## src/hw/rtl/dxt_texture_block_decoder_macros.svh

```systemverilog
// Assertion helpers used by the dxt_back module.
`ifndef DXT_TEXTURE_BLOCK_DECODER_MACROS_SVH
`define DXT_TEXTURE_BLOCK_DECODER_MACROS_SVH

// Same-cycle implication, disabled while reset is asserted.
`define DXT_ASSERT_NOW(label, clk, rst_n, ante, cons, msg) \
    label: assert property (@(posedge clk) disable iff (!(rst_n)) (ante) |-> (cons)) \
        else $error(msg);

// Next-cycle implication, disabled while reset is asserted.
`define DXT_ASSERT_NEXT(label, clk, rst_n, ante, cons, msg) \
    label: assert property (@(posedge clk) disable iff (!(rst_n)) (ante) |=> (cons)) \
        else $error(msg);

`endif

```

## src/hw/rtl/dxt_pkg.sv

```systemverilog
package dxt_pkg;

    localparam int QUEUE_DEPTH = 2;

    localparam int CFG_INDEX_W = 2;
    localparam int CFG_DATA_W  = 16;

    localparam logic [CFG_INDEX_W-1:0] REG_DECODE_MODE  = 2'd0;
    localparam logic [CFG_INDEX_W-1:0] REG_IMAGE_WIDTH  = 2'd1;
    localparam logic [CFG_INDEX_W-1:0] REG_IMAGE_HEIGHT = 2'd2;

    localparam int CH_RED   = 0;
    localparam int CH_GREEN = 1;
    localparam int CH_BLUE  = 2;

    localparam int RECIP3 = 683;
    localparam int RECIP5 = 3277;
    localparam int RECIP7 = 2341;

    typedef struct packed {
        logic [3:0][2:0][7:0] pal;
        logic [7:0][7:0]      ramp;
        logic                 dxt5;
        logic                 trans3;
        logic [31:0]          cidx;
        logic [47:0]          aidx;
        logic [13:0]          bx;
        logic [13:0]          by;
        logic [15:0]          mask;
    } t_blk;

    typedef struct packed {
        logic [15:0] pixel_x;
        logic [15:0] pixel_y;
        logic [7:0]  red;
        logic [7:0]  green;
        logic [7:0]  blue;
        logic [7:0]  alpha;
        logic        last_pixel;
    } t_pix;

    function automatic logic [7:0] div3(input logic [9:0] n);
        logic [19:0] prod;
        prod = {10'b0, n} * 20'(RECIP3);
        return prod[18:11];
    endfunction

    function automatic logic [7:0] div5(input logic [10:0] n);
        logic [21:0] prod;
        prod = {11'b0, n} * 22'(RECIP5);
        return prod[21:14];
    endfunction

    function automatic logic [7:0] div7(input logic [10:0] n);
        logic [21:0] prod;
        prod = {11'b0, n} * 22'(RECIP7);
        return prod[21:14];
    endfunction

endpackage

```

## src/hw/rtl/dxt_front.sv

```systemverilog
module dxt_front (
    input  logic          i_clk,
    input  logic          i_rst_n,
    input  logic          i_decode_mode,
    input  logic [15:0]   i_image_width,
    input  logic [15:0]   i_image_height,
    input  logic          i_s_valid,
    output logic          o_s_ready,
    input  logic [63:0]   i_color_part,
    input  logic [63:0]   i_alpha_part,
    input  logic [13:0]   i_block_col,
    input  logic [13:0]   i_block_row,
    output logic          o_q_valid,
    input  logic          i_q_ready,
    output dxt_pkg::t_blk o_q_data
);

    typedef struct packed {
        logic [2:0][7:0]  e0;
        logic [2:0][7:0]  e1;
        logic [2:0][9:0]  s_a;
        logic [2:0][9:0]  s_b;
        logic [2:0][7:0]  half;
        logic             four;
        logic             dxt5;
        logic [7:0]       a0;
        logic [7:0]       a1;
        logic             a_gt;
        logic [5:0][10:0] asum;
        logic [31:0]      cidx;
        logic [47:0]      aidx;
        logic [13:0]      bx;
        logic [13:0]      by;
        logic [15:0]      mask;
    } t_sums;

    logic   r_valid;
    t_sums  r_sums;
    t_sums  n_sums;
    logic   w_advance;
    logic   w_load;
    logic [15:0] w_c0;
    logic [15:0] w_c1;
    logic [3:0]  w_col_ok;
    logic [3:0]  w_row_ok;
    logic [8:0]  w_sum9;

    assign w_advance = r_valid && ((r_sums.mask == 16'd0) || i_q_ready);
    assign o_s_ready = !r_valid || w_advance;
    assign w_load    = i_s_valid && o_s_ready;
    assign o_q_valid = r_valid && (r_sums.mask != 16'd0);

    assign w_c0 = i_color_part[15:0];
    assign w_c1 = i_color_part[31:16];

    always_comb begin
        n_sums = '0;
        w_sum9 = '0;
        n_sums.e0[dxt_pkg::CH_RED]   = {w_c0[15:11], 3'b0};
        n_sums.e0[dxt_pkg::CH_GREEN] = {w_c0[10:5], 2'b0};
        n_sums.e0[dxt_pkg::CH_BLUE]  = {w_c0[4:0], 3'b0};
        n_sums.e1[dxt_pkg::CH_RED]   = {w_c1[15:11], 3'b0};
        n_sums.e1[dxt_pkg::CH_GREEN] = {w_c1[10:5], 2'b0};
        n_sums.e1[dxt_pkg::CH_BLUE]  = {w_c1[4:0], 3'b0};
        for (int ch = 0; ch < 3; ch++) begin
            n_sums.s_a[ch] = {1'b0, n_sums.e0[ch], 1'b0} + {2'b0, n_sums.e1[ch]};
            n_sums.s_b[ch] = {2'b0, n_sums.e0[ch]} + {1'b0, n_sums.e1[ch], 1'b0};
            w_sum9 = {1'b0, n_sums.e0[ch]} + {1'b0, n_sums.e1[ch]};
            n_sums.half[ch] = w_sum9[8:1];
        end
        n_sums.dxt5 = i_decode_mode;
        n_sums.four = i_decode_mode || (w_c0 > w_c1);
        n_sums.a0   = i_alpha_part[7:0];
        n_sums.a1   = i_alpha_part[15:8];
        n_sums.a_gt = n_sums.a0 > n_sums.a1;
        for (int i = 2; i < 8; i++) begin
            if (n_sums.a_gt) begin
                n_sums.asum[i-2] = 11'(8 - i) * {3'b0, n_sums.a0}
                                 + 11'(i - 1) * {3'b0, n_sums.a1};
            end else if (i < 6) begin
                n_sums.asum[i-2] = 11'(6 - i) * {3'b0, n_sums.a0}
                                 + 11'(i - 1) * {3'b0, n_sums.a1};
            end else begin
                n_sums.asum[i-2] = '0;
            end
        end
        n_sums.cidx = i_color_part[63:32];
        n_sums.aidx = i_alpha_part[63:16];
        n_sums.bx   = i_block_col;
        n_sums.by   = i_block_row;
        for (int k = 0; k < 4; k++) begin
            w_col_ok[k] = {i_block_col, 2'(k)} < i_image_width;
            w_row_ok[k] = {i_block_row, 2'(k)} < i_image_height;
        end
        for (int k = 0; k < 16; k++) begin
            n_sums.mask[k] = w_col_ok[k % 4] && w_row_ok[k / 4];
        end
    end

    always_comb begin
        o_q_data = '0;
        for (int ch = 0; ch < 3; ch++) begin
            o_q_data.pal[0][ch] = r_sums.e0[ch];
            o_q_data.pal[1][ch] = r_sums.e1[ch];
            o_q_data.pal[2][ch] = r_sums.four ? dxt_pkg::div3(r_sums.s_a[ch]) : r_sums.half[ch];
            o_q_data.pal[3][ch] = r_sums.four ? dxt_pkg::div3(r_sums.s_b[ch]) : 8'd0;
        end
        o_q_data.ramp[0] = r_sums.a0;
        o_q_data.ramp[1] = r_sums.a1;
        for (int i = 2; i < 6; i++) begin
            o_q_data.ramp[i] = r_sums.a_gt ? dxt_pkg::div7(r_sums.asum[i-2])
                                           : dxt_pkg::div5(r_sums.asum[i-2]);
        end
        o_q_data.ramp[6] = r_sums.a_gt ? dxt_pkg::div7(r_sums.asum[4]) : 8'd0;
        o_q_data.ramp[7] = r_sums.a_gt ? dxt_pkg::div7(r_sums.asum[5]) : 8'd255;
        o_q_data.dxt5   = r_sums.dxt5;
        o_q_data.trans3 = !r_sums.four;
        o_q_data.cidx   = r_sums.cidx;
        o_q_data.aidx   = r_sums.aidx;
        o_q_data.bx     = r_sums.bx;
        o_q_data.by     = r_sums.by;
        o_q_data.mask   = r_sums.mask;
    end

    always_ff @(posedge i_clk) begin
        if (!i_rst_n) begin
            r_valid <= 1'b0;
        end else if (w_load) begin
            r_valid <= 1'b1;
        end else if (w_advance) begin
            r_valid <= 1'b0;
        end
    end

    always_ff @(posedge i_clk) begin
        if (w_load) begin
            r_sums <= n_sums;
        end
    end

endmodule

```

## src/hw/rtl/dxt_queue.sv

```systemverilog
module dxt_queue #(
    parameter int DEPTH = dxt_pkg::QUEUE_DEPTH
) (
    input  logic          i_clk,
    input  logic          i_rst_n,
    input  logic          i_wr_valid,
    output logic          o_wr_ready,
    input  dxt_pkg::t_blk i_wr_data,
    output logic          o_rd_valid,
    input  logic          i_rd_ready,
    output dxt_pkg::t_blk o_rd_data
);

    localparam int PTR_W = (DEPTH > 1) ? $clog2(DEPTH) : 1;
    localparam int CNT_W = $clog2(DEPTH + 1);

    dxt_pkg::t_blk r_mem [DEPTH];
    logic [PTR_W-1:0] r_wptr;
    logic [PTR_W-1:0] r_rptr;
    logic [CNT_W-1:0] r_count;
    logic w_push;
    logic w_pop;

    assign o_wr_ready = r_count != CNT_W'(DEPTH);
    assign o_rd_valid = r_count != '0;
    assign o_rd_data  = r_mem[r_rptr];
    assign w_push     = i_wr_valid && o_wr_ready;
    assign w_pop      = o_rd_valid && i_rd_ready;

    always_ff @(posedge i_clk) begin
        if (!i_rst_n) begin
            r_wptr  <= '0;
            r_rptr  <= '0;
            r_count <= '0;
        end else begin
            if (w_push) begin
                r_wptr <= (r_wptr == PTR_W'(DEPTH - 1)) ? '0 : r_wptr + 1'b1;
            end
            if (w_pop) begin
                r_rptr <= (r_rptr == PTR_W'(DEPTH - 1)) ? '0 : r_rptr + 1'b1;
            end
            if (w_push && !w_pop) begin
                r_count <= r_count + 1'b1;
            end else if (w_pop && !w_push) begin
                r_count <= r_count - 1'b1;
            end
        end
    end

    always_ff @(posedge i_clk) begin
        if (w_push) begin
            r_mem[r_wptr] <= i_wr_data;
        end
    end

endmodule

```

## src/hw/rtl/dxt_back.sv

```systemverilog
`include "dxt_texture_block_decoder_macros.svh"

module dxt_back (
    input  logic          i_clk,
    input  logic          i_rst_n,
    input  logic          i_q_valid,
    output logic          o_q_ready,
    input  dxt_pkg::t_blk i_q_data,
    output logic          o_m_valid,
    input  logic          i_m_ready,
    output dxt_pkg::t_pix o_m_data
);

    logic           r_busy;
    dxt_pkg::t_blk  r_blk;
    logic           r_out_valid;
    dxt_pkg::t_pix  r_out;
    dxt_pkg::t_pix  n_out;
    logic           w_can_load;
    logic           w_emit;
    logic           w_last;
    logic           w_pop;
    logic [15:0]    w_iso;
    logic [3:0]     w_pos;
    logic [1:0]     w_ci;
    logic [2:0]     w_ai;
    logic [5:0]     w_abit;

    assign w_can_load = !r_out_valid || i_m_ready;
    assign w_emit     = w_can_load && r_busy;
    assign w_iso      = r_blk.mask & (~r_blk.mask + 16'd1);
    assign w_last     = (r_blk.mask & ~w_iso) == 16'd0;
    assign o_q_ready  = !r_busy || (w_emit && w_last);
    assign w_pop      = i_q_valid && o_q_ready;

    always_comb begin
        w_pos = '0;
        for (int k = 0; k < 16; k++) begin
            w_pos = w_pos | ({4{w_iso[k]}} & 4'(k));
        end
    end

    assign w_abit = {2'b0, w_pos} + {1'b0, w_pos, 1'b0};
    assign w_ci   = r_blk.cidx[{w_pos, 1'b0} +: 2];
    assign w_ai   = r_blk.aidx[w_abit +: 3];

    always_comb begin
        n_out.pixel_x    = {2'b0, r_blk.bx} * 16'd4 + {14'b0, w_pos[1:0]};
        n_out.pixel_y    = {2'b0, r_blk.by} * 16'd4 + {14'b0, w_pos[3:2]};
        n_out.red        = r_blk.pal[w_ci][dxt_pkg::CH_RED];
        n_out.green      = r_blk.pal[w_ci][dxt_pkg::CH_GREEN];
        n_out.blue       = r_blk.pal[w_ci][dxt_pkg::CH_BLUE];
        if (r_blk.dxt5) begin
            n_out.alpha = r_blk.ramp[w_ai];
        end else if (r_blk.trans3 && (w_ci == 2'd3)) begin
            n_out.alpha = 8'd0;
        end else begin
            n_out.alpha = 8'd255;
        end
        n_out.last_pixel = w_last;
    end

    always_ff @(posedge i_clk) begin
        if (!i_rst_n) begin
            r_busy      <= 1'b0;
            r_out_valid <= 1'b0;
        end else begin
            if (w_pop) begin
                r_busy <= 1'b1;
            end else if (w_emit && w_last) begin
                r_busy <= 1'b0;
            end
            if (w_can_load) begin
                r_out_valid <= w_emit;
            end
        end
    end

    always_ff @(posedge i_clk) begin
        if (w_pop) begin
            r_blk <= i_q_data;
        end else if (w_emit) begin
            r_blk.mask <= r_blk.mask & ~w_iso;
        end
        if (w_emit) begin
            r_out <= n_out;
        end
    end

    assign o_m_valid = r_out_valid;
    assign o_m_data  = r_out;

    `DXT_ASSERT_NOW(a_busy_has_pixels, i_clk, i_rst_n, r_busy, r_blk.mask != 16'd0,
        "busy with no pixels left")
    `DXT_ASSERT_NEXT(a_last_ends_block, i_clk, i_rst_n, w_emit && w_last && !w_pop, !r_busy,
        "block still busy after last pixel")
    `DXT_ASSERT_NEXT(a_one_pixel_per_emit, i_clk, i_rst_n, w_emit && !w_last,
        r_busy && ($countones(r_blk.mask) == $countones($past(r_blk.mask)) - 1),
        "pixel mask did not drop by one")
    `DXT_ASSERT_NEXT(a_emit_shows_valid, i_clk, i_rst_n, w_emit, r_out_valid,
        "emitted pixel not presented")

endmodule

```

## src/hw/rtl/dxt_texture_block_decoder.sv

```systemverilog
// DXT1 / DXT5 4x4 texture block decoder.
// Slave stream: one compressed block per transaction (colour half, alpha
// half, block column, block row). Master stream: one RGBA8888 pixel per
// transaction with its x and y, in row-major order inside the block;
// tlast marks the final pixel emitted for the block.
// Configuration: write decode mode, image width and image height through
// the write port while no block is in flight. Pixels at or beyond the
// image width or height are dropped; a block with no visible pixel emits
// nothing.
// Pipeline: the palette stage registers each block, the queue holds it, and
// the sequencer loads it into its block register and registers each pixel.
// Throughput: the pixel sequencer emits one pixel per cycle while the
// receiver is ready; the palette stage takes a block per cycle while the
// queue has room, and a two-entry queue lets it run ahead of the sequencer.
// Reset: configuration returns to mode DXT1 and a 1x1 image; the pipeline
// and queue empty. No clearing pass.
// Stall: while the receiver holds tready low the output pixel holds, the
// sequencer waits, and the queue fills before slave tready drops.
module dxt_texture_block_decoder #(
    parameter int QUEUE_DEPTH = dxt_pkg::QUEUE_DEPTH
) (
    input  logic                            i_clk,
    input  logic                            i_rst_n,
    input  logic                            i_cfg_wr_en,
    input  logic [dxt_pkg::CFG_INDEX_W-1:0] i_cfg_index,
    input  logic [dxt_pkg::CFG_DATA_W-1:0]  i_cfg_wr_data,
    input  logic                            i_s_axis_tvalid,
    output logic                            o_s_axis_tready,
    // color_part[63:0], alpha_part[127:64], block_col[141:128],
    // block_row[155:142], zero pad[159:156]
    input  logic [159:0]                    i_s_axis_tdata,
    output logic                            o_m_axis_tvalid,
    input  logic                            i_m_axis_tready,
    // pixel_x[15:0], pixel_y[31:16], red[39:32], green[47:40],
    // blue[55:48], alpha[63:56]
    output logic [63:0]                     o_m_axis_tdata,
    // last_pixel
    output logic                            o_m_axis_tlast
);

    logic          r_decode_mode;
    logic [15:0]   r_image_width;
    logic [15:0]   r_image_height;

    logic          w_fq_valid;
    logic          w_fq_ready;
    dxt_pkg::t_blk w_fq_data;
    logic          w_qb_valid;
    logic          w_qb_ready;
    dxt_pkg::t_blk w_qb_data;
    dxt_pkg::t_pix w_pix;

    always_ff @(posedge i_clk) begin
        if (!i_rst_n) begin
            r_decode_mode  <= 1'b0;
            r_image_width  <= 16'd1;
            r_image_height <= 16'd1;
        end else if (i_cfg_wr_en) begin
            unique case (i_cfg_index)
                dxt_pkg::REG_DECODE_MODE:  r_decode_mode  <= i_cfg_wr_data[0];
                dxt_pkg::REG_IMAGE_WIDTH:  r_image_width  <= i_cfg_wr_data;
                dxt_pkg::REG_IMAGE_HEIGHT: r_image_height <= i_cfg_wr_data;
                default: begin
                end
            endcase
        end
    end

    dxt_front u_front (
        .i_clk          (i_clk),
        .i_rst_n        (i_rst_n),
        .i_decode_mode  (r_decode_mode),
        .i_image_width  (r_image_width),
        .i_image_height (r_image_height),
        .i_s_valid      (i_s_axis_tvalid),
        .o_s_ready      (o_s_axis_tready),
        .i_color_part   (i_s_axis_tdata[63:0]),
        .i_alpha_part   (i_s_axis_tdata[127:64]),
        .i_block_col    (i_s_axis_tdata[141:128]),
        .i_block_row    (i_s_axis_tdata[155:142]),
        .o_q_valid      (w_fq_valid),
        .i_q_ready      (w_fq_ready),
        .o_q_data       (w_fq_data)
    );

    dxt_queue #(
        .DEPTH (QUEUE_DEPTH)
    ) u_queue (
        .i_clk      (i_clk),
        .i_rst_n    (i_rst_n),
        .i_wr_valid (w_fq_valid),
        .o_wr_ready (w_fq_ready),
        .i_wr_data  (w_fq_data),
        .o_rd_valid (w_qb_valid),
        .i_rd_ready (w_qb_ready),
        .o_rd_data  (w_qb_data)
    );

    dxt_back u_back (
        .i_clk     (i_clk),
        .i_rst_n   (i_rst_n),
        .i_q_valid (w_qb_valid),
        .o_q_ready (w_qb_ready),
        .i_q_data  (w_qb_data),
        .o_m_valid (o_m_axis_tvalid),
        .i_m_ready (i_m_axis_tready),
        .o_m_data  (w_pix)
    );

    assign o_m_axis_tdata = {w_pix.alpha, w_pix.blue, w_pix.green, w_pix.red,
                             w_pix.pixel_y, w_pix.pixel_x};
    assign o_m_axis_tlast = w_pix.last_pixel;

endmodule
```

## config.mk

```make
export PLATFORM = sky130hd
export DESIGN_NAME = dxt_texture_block_decoder
export DESIGN_NICKNAME = d
export VERILOG_FILES = /design/src/hw/rtl/dxt_pkg.sv /design/src/hw/rtl/dxt_front.sv /design/src/hw/rtl/dxt_queue.sv /design/src/hw/rtl/dxt_back.sv /design/src/hw/rtl/dxt_texture_block_decoder.sv
export VERILOG_INCLUDE_DIRS = /design/src /design/src/hw/rtl
export SDC_FILE = /design/constraint.sdc
export NUM_CORES = 2
export LEC_CHECK = 0
export BUFFER_PORTS_ARGS = -buffer_cell sky130_fd_sc_hd__buf_2
export CORE_ASPECT_RATIO = 0.8
export CORE_UTILIZATION = 45
export DETAILED_ROUTE_END_ITERATION = 8
export PLACE_DENSITY = 0.62
export SKIP_LAST_GASP = 1
export SYNTH_ARGS = -nofsm -noshare
export SYNTH_HDL_FRONTEND = slang
export SYNTH_SLANG_ARGS = --single-unit
export TNS_END_PERCENT = 10
```

## constraint.sdc

```tcl
create_clock -name i_clk -period 21.5 [get_ports i_clk]
set_input_delay 1.075 -clock i_clk [delete_from_list [all_inputs] [get_ports i_clk]]
set_output_delay 1.075 -clock i_clk [all_outputs]
set_load 0.005 [all_outputs]
```

==> metrics.md <==
| Metric | Value |
|---|---|
| Min Hold Slack | `414 ps` |
| Largest net degree at the start of global routing | `154` |
| Async SR Flop Fraction | `0` |
| Synth warnings | `0` |
| Util after Layout | `0.505` |
| DR WL/cell | `19.0 um` |
| Via density | `5.15` |
| Hold Crit Class | `flip-flop to flip-flop` |
| Final Hold Viols | `0` |
| Final Max Slew Viols | `0` |
| Cell Rows | `133` |
| Fillers | `14100` |
| Worst-path clk slew | `60 ps` |
| Critical path's top delay family | `simple AND/OR/NAND/NOR gates` |
| Final #Nets | `7636` |
| Slowest cell delay on critical path | `810 ps` |
| Fraction of layout instances using a drive strength above 1 | `0.132` |
| Crit path from | `u_back.r_blk[0]` |
| Die ar. | `168000 um^2` |
| Most frequent cells in the layout | `edfxtp_1, ha_1, inv_1, fa_1, mux2_2` |
| RSZ-0062 raised after global routing | `false` |
| Worst setup SP type | `flip-flop` |
| Root Driver | `clkbuf_16` |
| Average size of a mapped cell | `13.1 um^2` |
| Routed via count | `42700` |
| Area share of the largest cell type after synthesis | `0.469` |
| Area leader, netlist | `edfxtp_1` |
| Number of port buffers | `245` |
| Boundary Pins | `250` |
| Synth Flop Type | `edfxtp_1` |
| Syn Nets | `7318` |
| Cells along the critical path | `nor4_1, nand3_1, nor3_2, nor2_4, buf_4, inv_2, ha_1, inv_1, fa_1, buf_4, mux2i_1, mux2i_1, mux2_2, nor2_1, o311ai_1, and3b_1, nor2_1, a22oi_1` |
| Post-CTS Setup Repair Bufs | `0` |
| FF-to-FF Start | `u_back.r_blk[0]` |
| Worst setup path class | `flip-flop to flip-flop` |
| Fin Setup TNS | `0 ps` |
| GR Overflow Total | `0` |
| Antenna-violating nets left | `0` |
| Worst-Margin Slew | `1190 ps` |
| Worst Path Required | `21950 ps` |
| Most common cell after layout, fill and taps aside | `edfxtp_1` |
| Initial antenna violation count | `19` |
| Initial core utilization | `0.454` |
| Synth unique cells | `78` |
| Slowest stage cell, crit path | `fa_1` |
| Clock Skew | `31.0 ps` |
| Post-synthesis register bit count | `1210` |
| Hold bufs inserted after CTS | `0` |
| Tmin final | `6670 ps` |
| Final setup viols | `0` |
| Fin worst setup slack | `14830 ps` |
| Syn Inst Count | `5710` |
| Mapped cell area | `74800 um^2` |
| CP Buf/Inv Count | `4` |
| Clock sink count | `1210` |
| Die Span Y | `367 um` |
| Max-cap violations | `0` |
| CP endpoint kind | `flip-flop` |
| Synth-to-Final Area Change | `11.1%` |
| Period Utilization, post-route | `0.310` |
| Status | `finished clean` |
| DRT Wirelength | `158000 um` |
| WP data arrival | `7120 ps` |
| Cts repair resizes | `0` |
| GRT Resource Usage Total | `0.190` |
| First-pass GRT wire length | `249000 um` |
| CP Max Fanout | `34` |
| Drt drc | `0` |
| Die Wd | `458 um` |
| Place WS | `14850 ps` |
| TritonCTS buffer count | `132` |
| Achievable Freq | `150 MHz` |
| Skew-Pair Late Insertion Delay | `760 ps` |
| CTS tree | `yes` |
| DRT Pass-1 Iters | `5` |
| Synth top area cells | `edfxtp_1, ha_1, fa_1` |
| Sequential-to-total area share from yosys stat | `0.480` |
| Detailed Place HPWL | `115000 um` |
| Slew headroom | `0.202` |
| Hold_sp | `u_back.r_blk[25]` |
| Number of synthesized flops with an enable pin | `1169` |
| H-tree depth | `4` |
| 1st-iter DRT viols | `2095` |
| GPL Wtd Cong | `0.847` |
| Core area | `165000 um^2` |
| Vias in the first global route | `44000` |
| Clock Path Buffers | `3` |
cells in the mapped netlist (7+ instances only):
cell type	count
edfxtp_1	1169
ha_1	1124
inv_1	925
fa_1	301
mux2_2	284
a21oi_1	210
xnor2_1	188
nor2_1	177
nand2_1	176
o21ai_0	112
mux2i_1	108
a21o_1	91
clkbuf_1	82
xor2_1	71
nor2b_1	65
o21bai_1	58
nand3_1	53
nor3_1	49
dfxtp_1	41
o21a_1	34
a211oi_1	33
a21boi_0	33
and3_1	26
and2_1	22
or3_1	22
mux4_2	20
a31oi_1	19
o211ai_1	19
nand4_1	18
nand2b_1	17
nor4_1	14
nor3b_1	12
or2_2	9
a22oi_1	8
buf_1	7
o22a_1	7
o22ai_1	7
worst paths after layout:
| check | cells past startpoint | end | slack, ps |
|---|---|---|---|
| worst max register to register | 18 | u_back.o_m_data[6] | 14830 |
| worst min-delay path | 0 | u_back.o_m_data[44] | 410 |
| worst max-delay path | 18 | u_back.o_m_data[6] | 14830 |
| worst min register to register | 0 | u_back.o_m_data[44] | 410 |
final cells by class:
| class | count | area [um^2] | area share |
|---|---|---|---|
| repair buffers | 284 | 1540 | 0.0186 |
| well taps | 2160 | 2700 | 0.0325 |
| flip-flops and latches | 1210 | 35900 | 0.433 |
| inverters | 926 | 3480 | 0.0419 |
| clock buffers | 160 | 3500 | 0.0422 |
| multi-input cells | 3474 | 35100 | 0.422 |
| clock inverters | 80 | 807 | 0.00972 |
| diodes | 4 | 10.0 | 0.000121 |
metal layers:
metal / vias up / share of wire / global-route usage
met5: - / 0.00050 / 0
met4: 14 / 0.016 / 0.0393
met3: 176 / 0.041 / 0.0306
met2: 673 / 0.45 / 0.302
met1: 21000 / 0.49 / 0.275
li1: 20900 / - / -
registers in the layout (all words and copies together), names as in the netlist, named ones only:
register	cells
u_front.o_q_data	171
u_queue.r_count	2
r_decode_mode	1
r_image_width	16
u_back.r_blk	270
u_back.o_m_data	65
u_front.r_sums	123
u_queue.r_mem	540
u_front.r_valid	1
u_back.o_m_valid	1
u_back.r_busy	1
u_queue.r_wptr	1
u_queue.r_rptr	1
r_image_height	16
through the flow:
step | instance area [um^2] | cells
2_1_floorplan | 74800 | 5710
3_3_place_gp | 78700 | 8054
3_5_place_dp | 78700 | 8054
4_1_cts | 83000 | 8294
5_1_grt | 83000 | 8295
6_report | 83000 | 8298
worst register-to-register path, delay by kind of cell, from the launching register on:
family | cells | cell delay [ps]
compound gates | 2 | 340
flops | 1 | 530
buf+inv | 4 | 1180
mux | 3 | 820
fa+ha+maj | 2 | 1060
simple gates | 7 | 2440
cell families (layout without fill, tap and decap cells):
kind of cell,Yosys count,count (layout),share of synthesized area
AOI/OAI and AO/OA,691,691,0.0596
xor gates and xnor gates,259,259,0.0303
muxes,414,414,0.0640
other,0,4,0
and+or+nand+nor,681,681,0.0445
adders and majority gates,1429,1429,0.269
buffers and inverters,1026,1450,0.0520
DFF,1210,1210,0.480
Power is not shown: default switching activity piles up to over one toggle a cycle in this logic, so the estimate is an artifact.
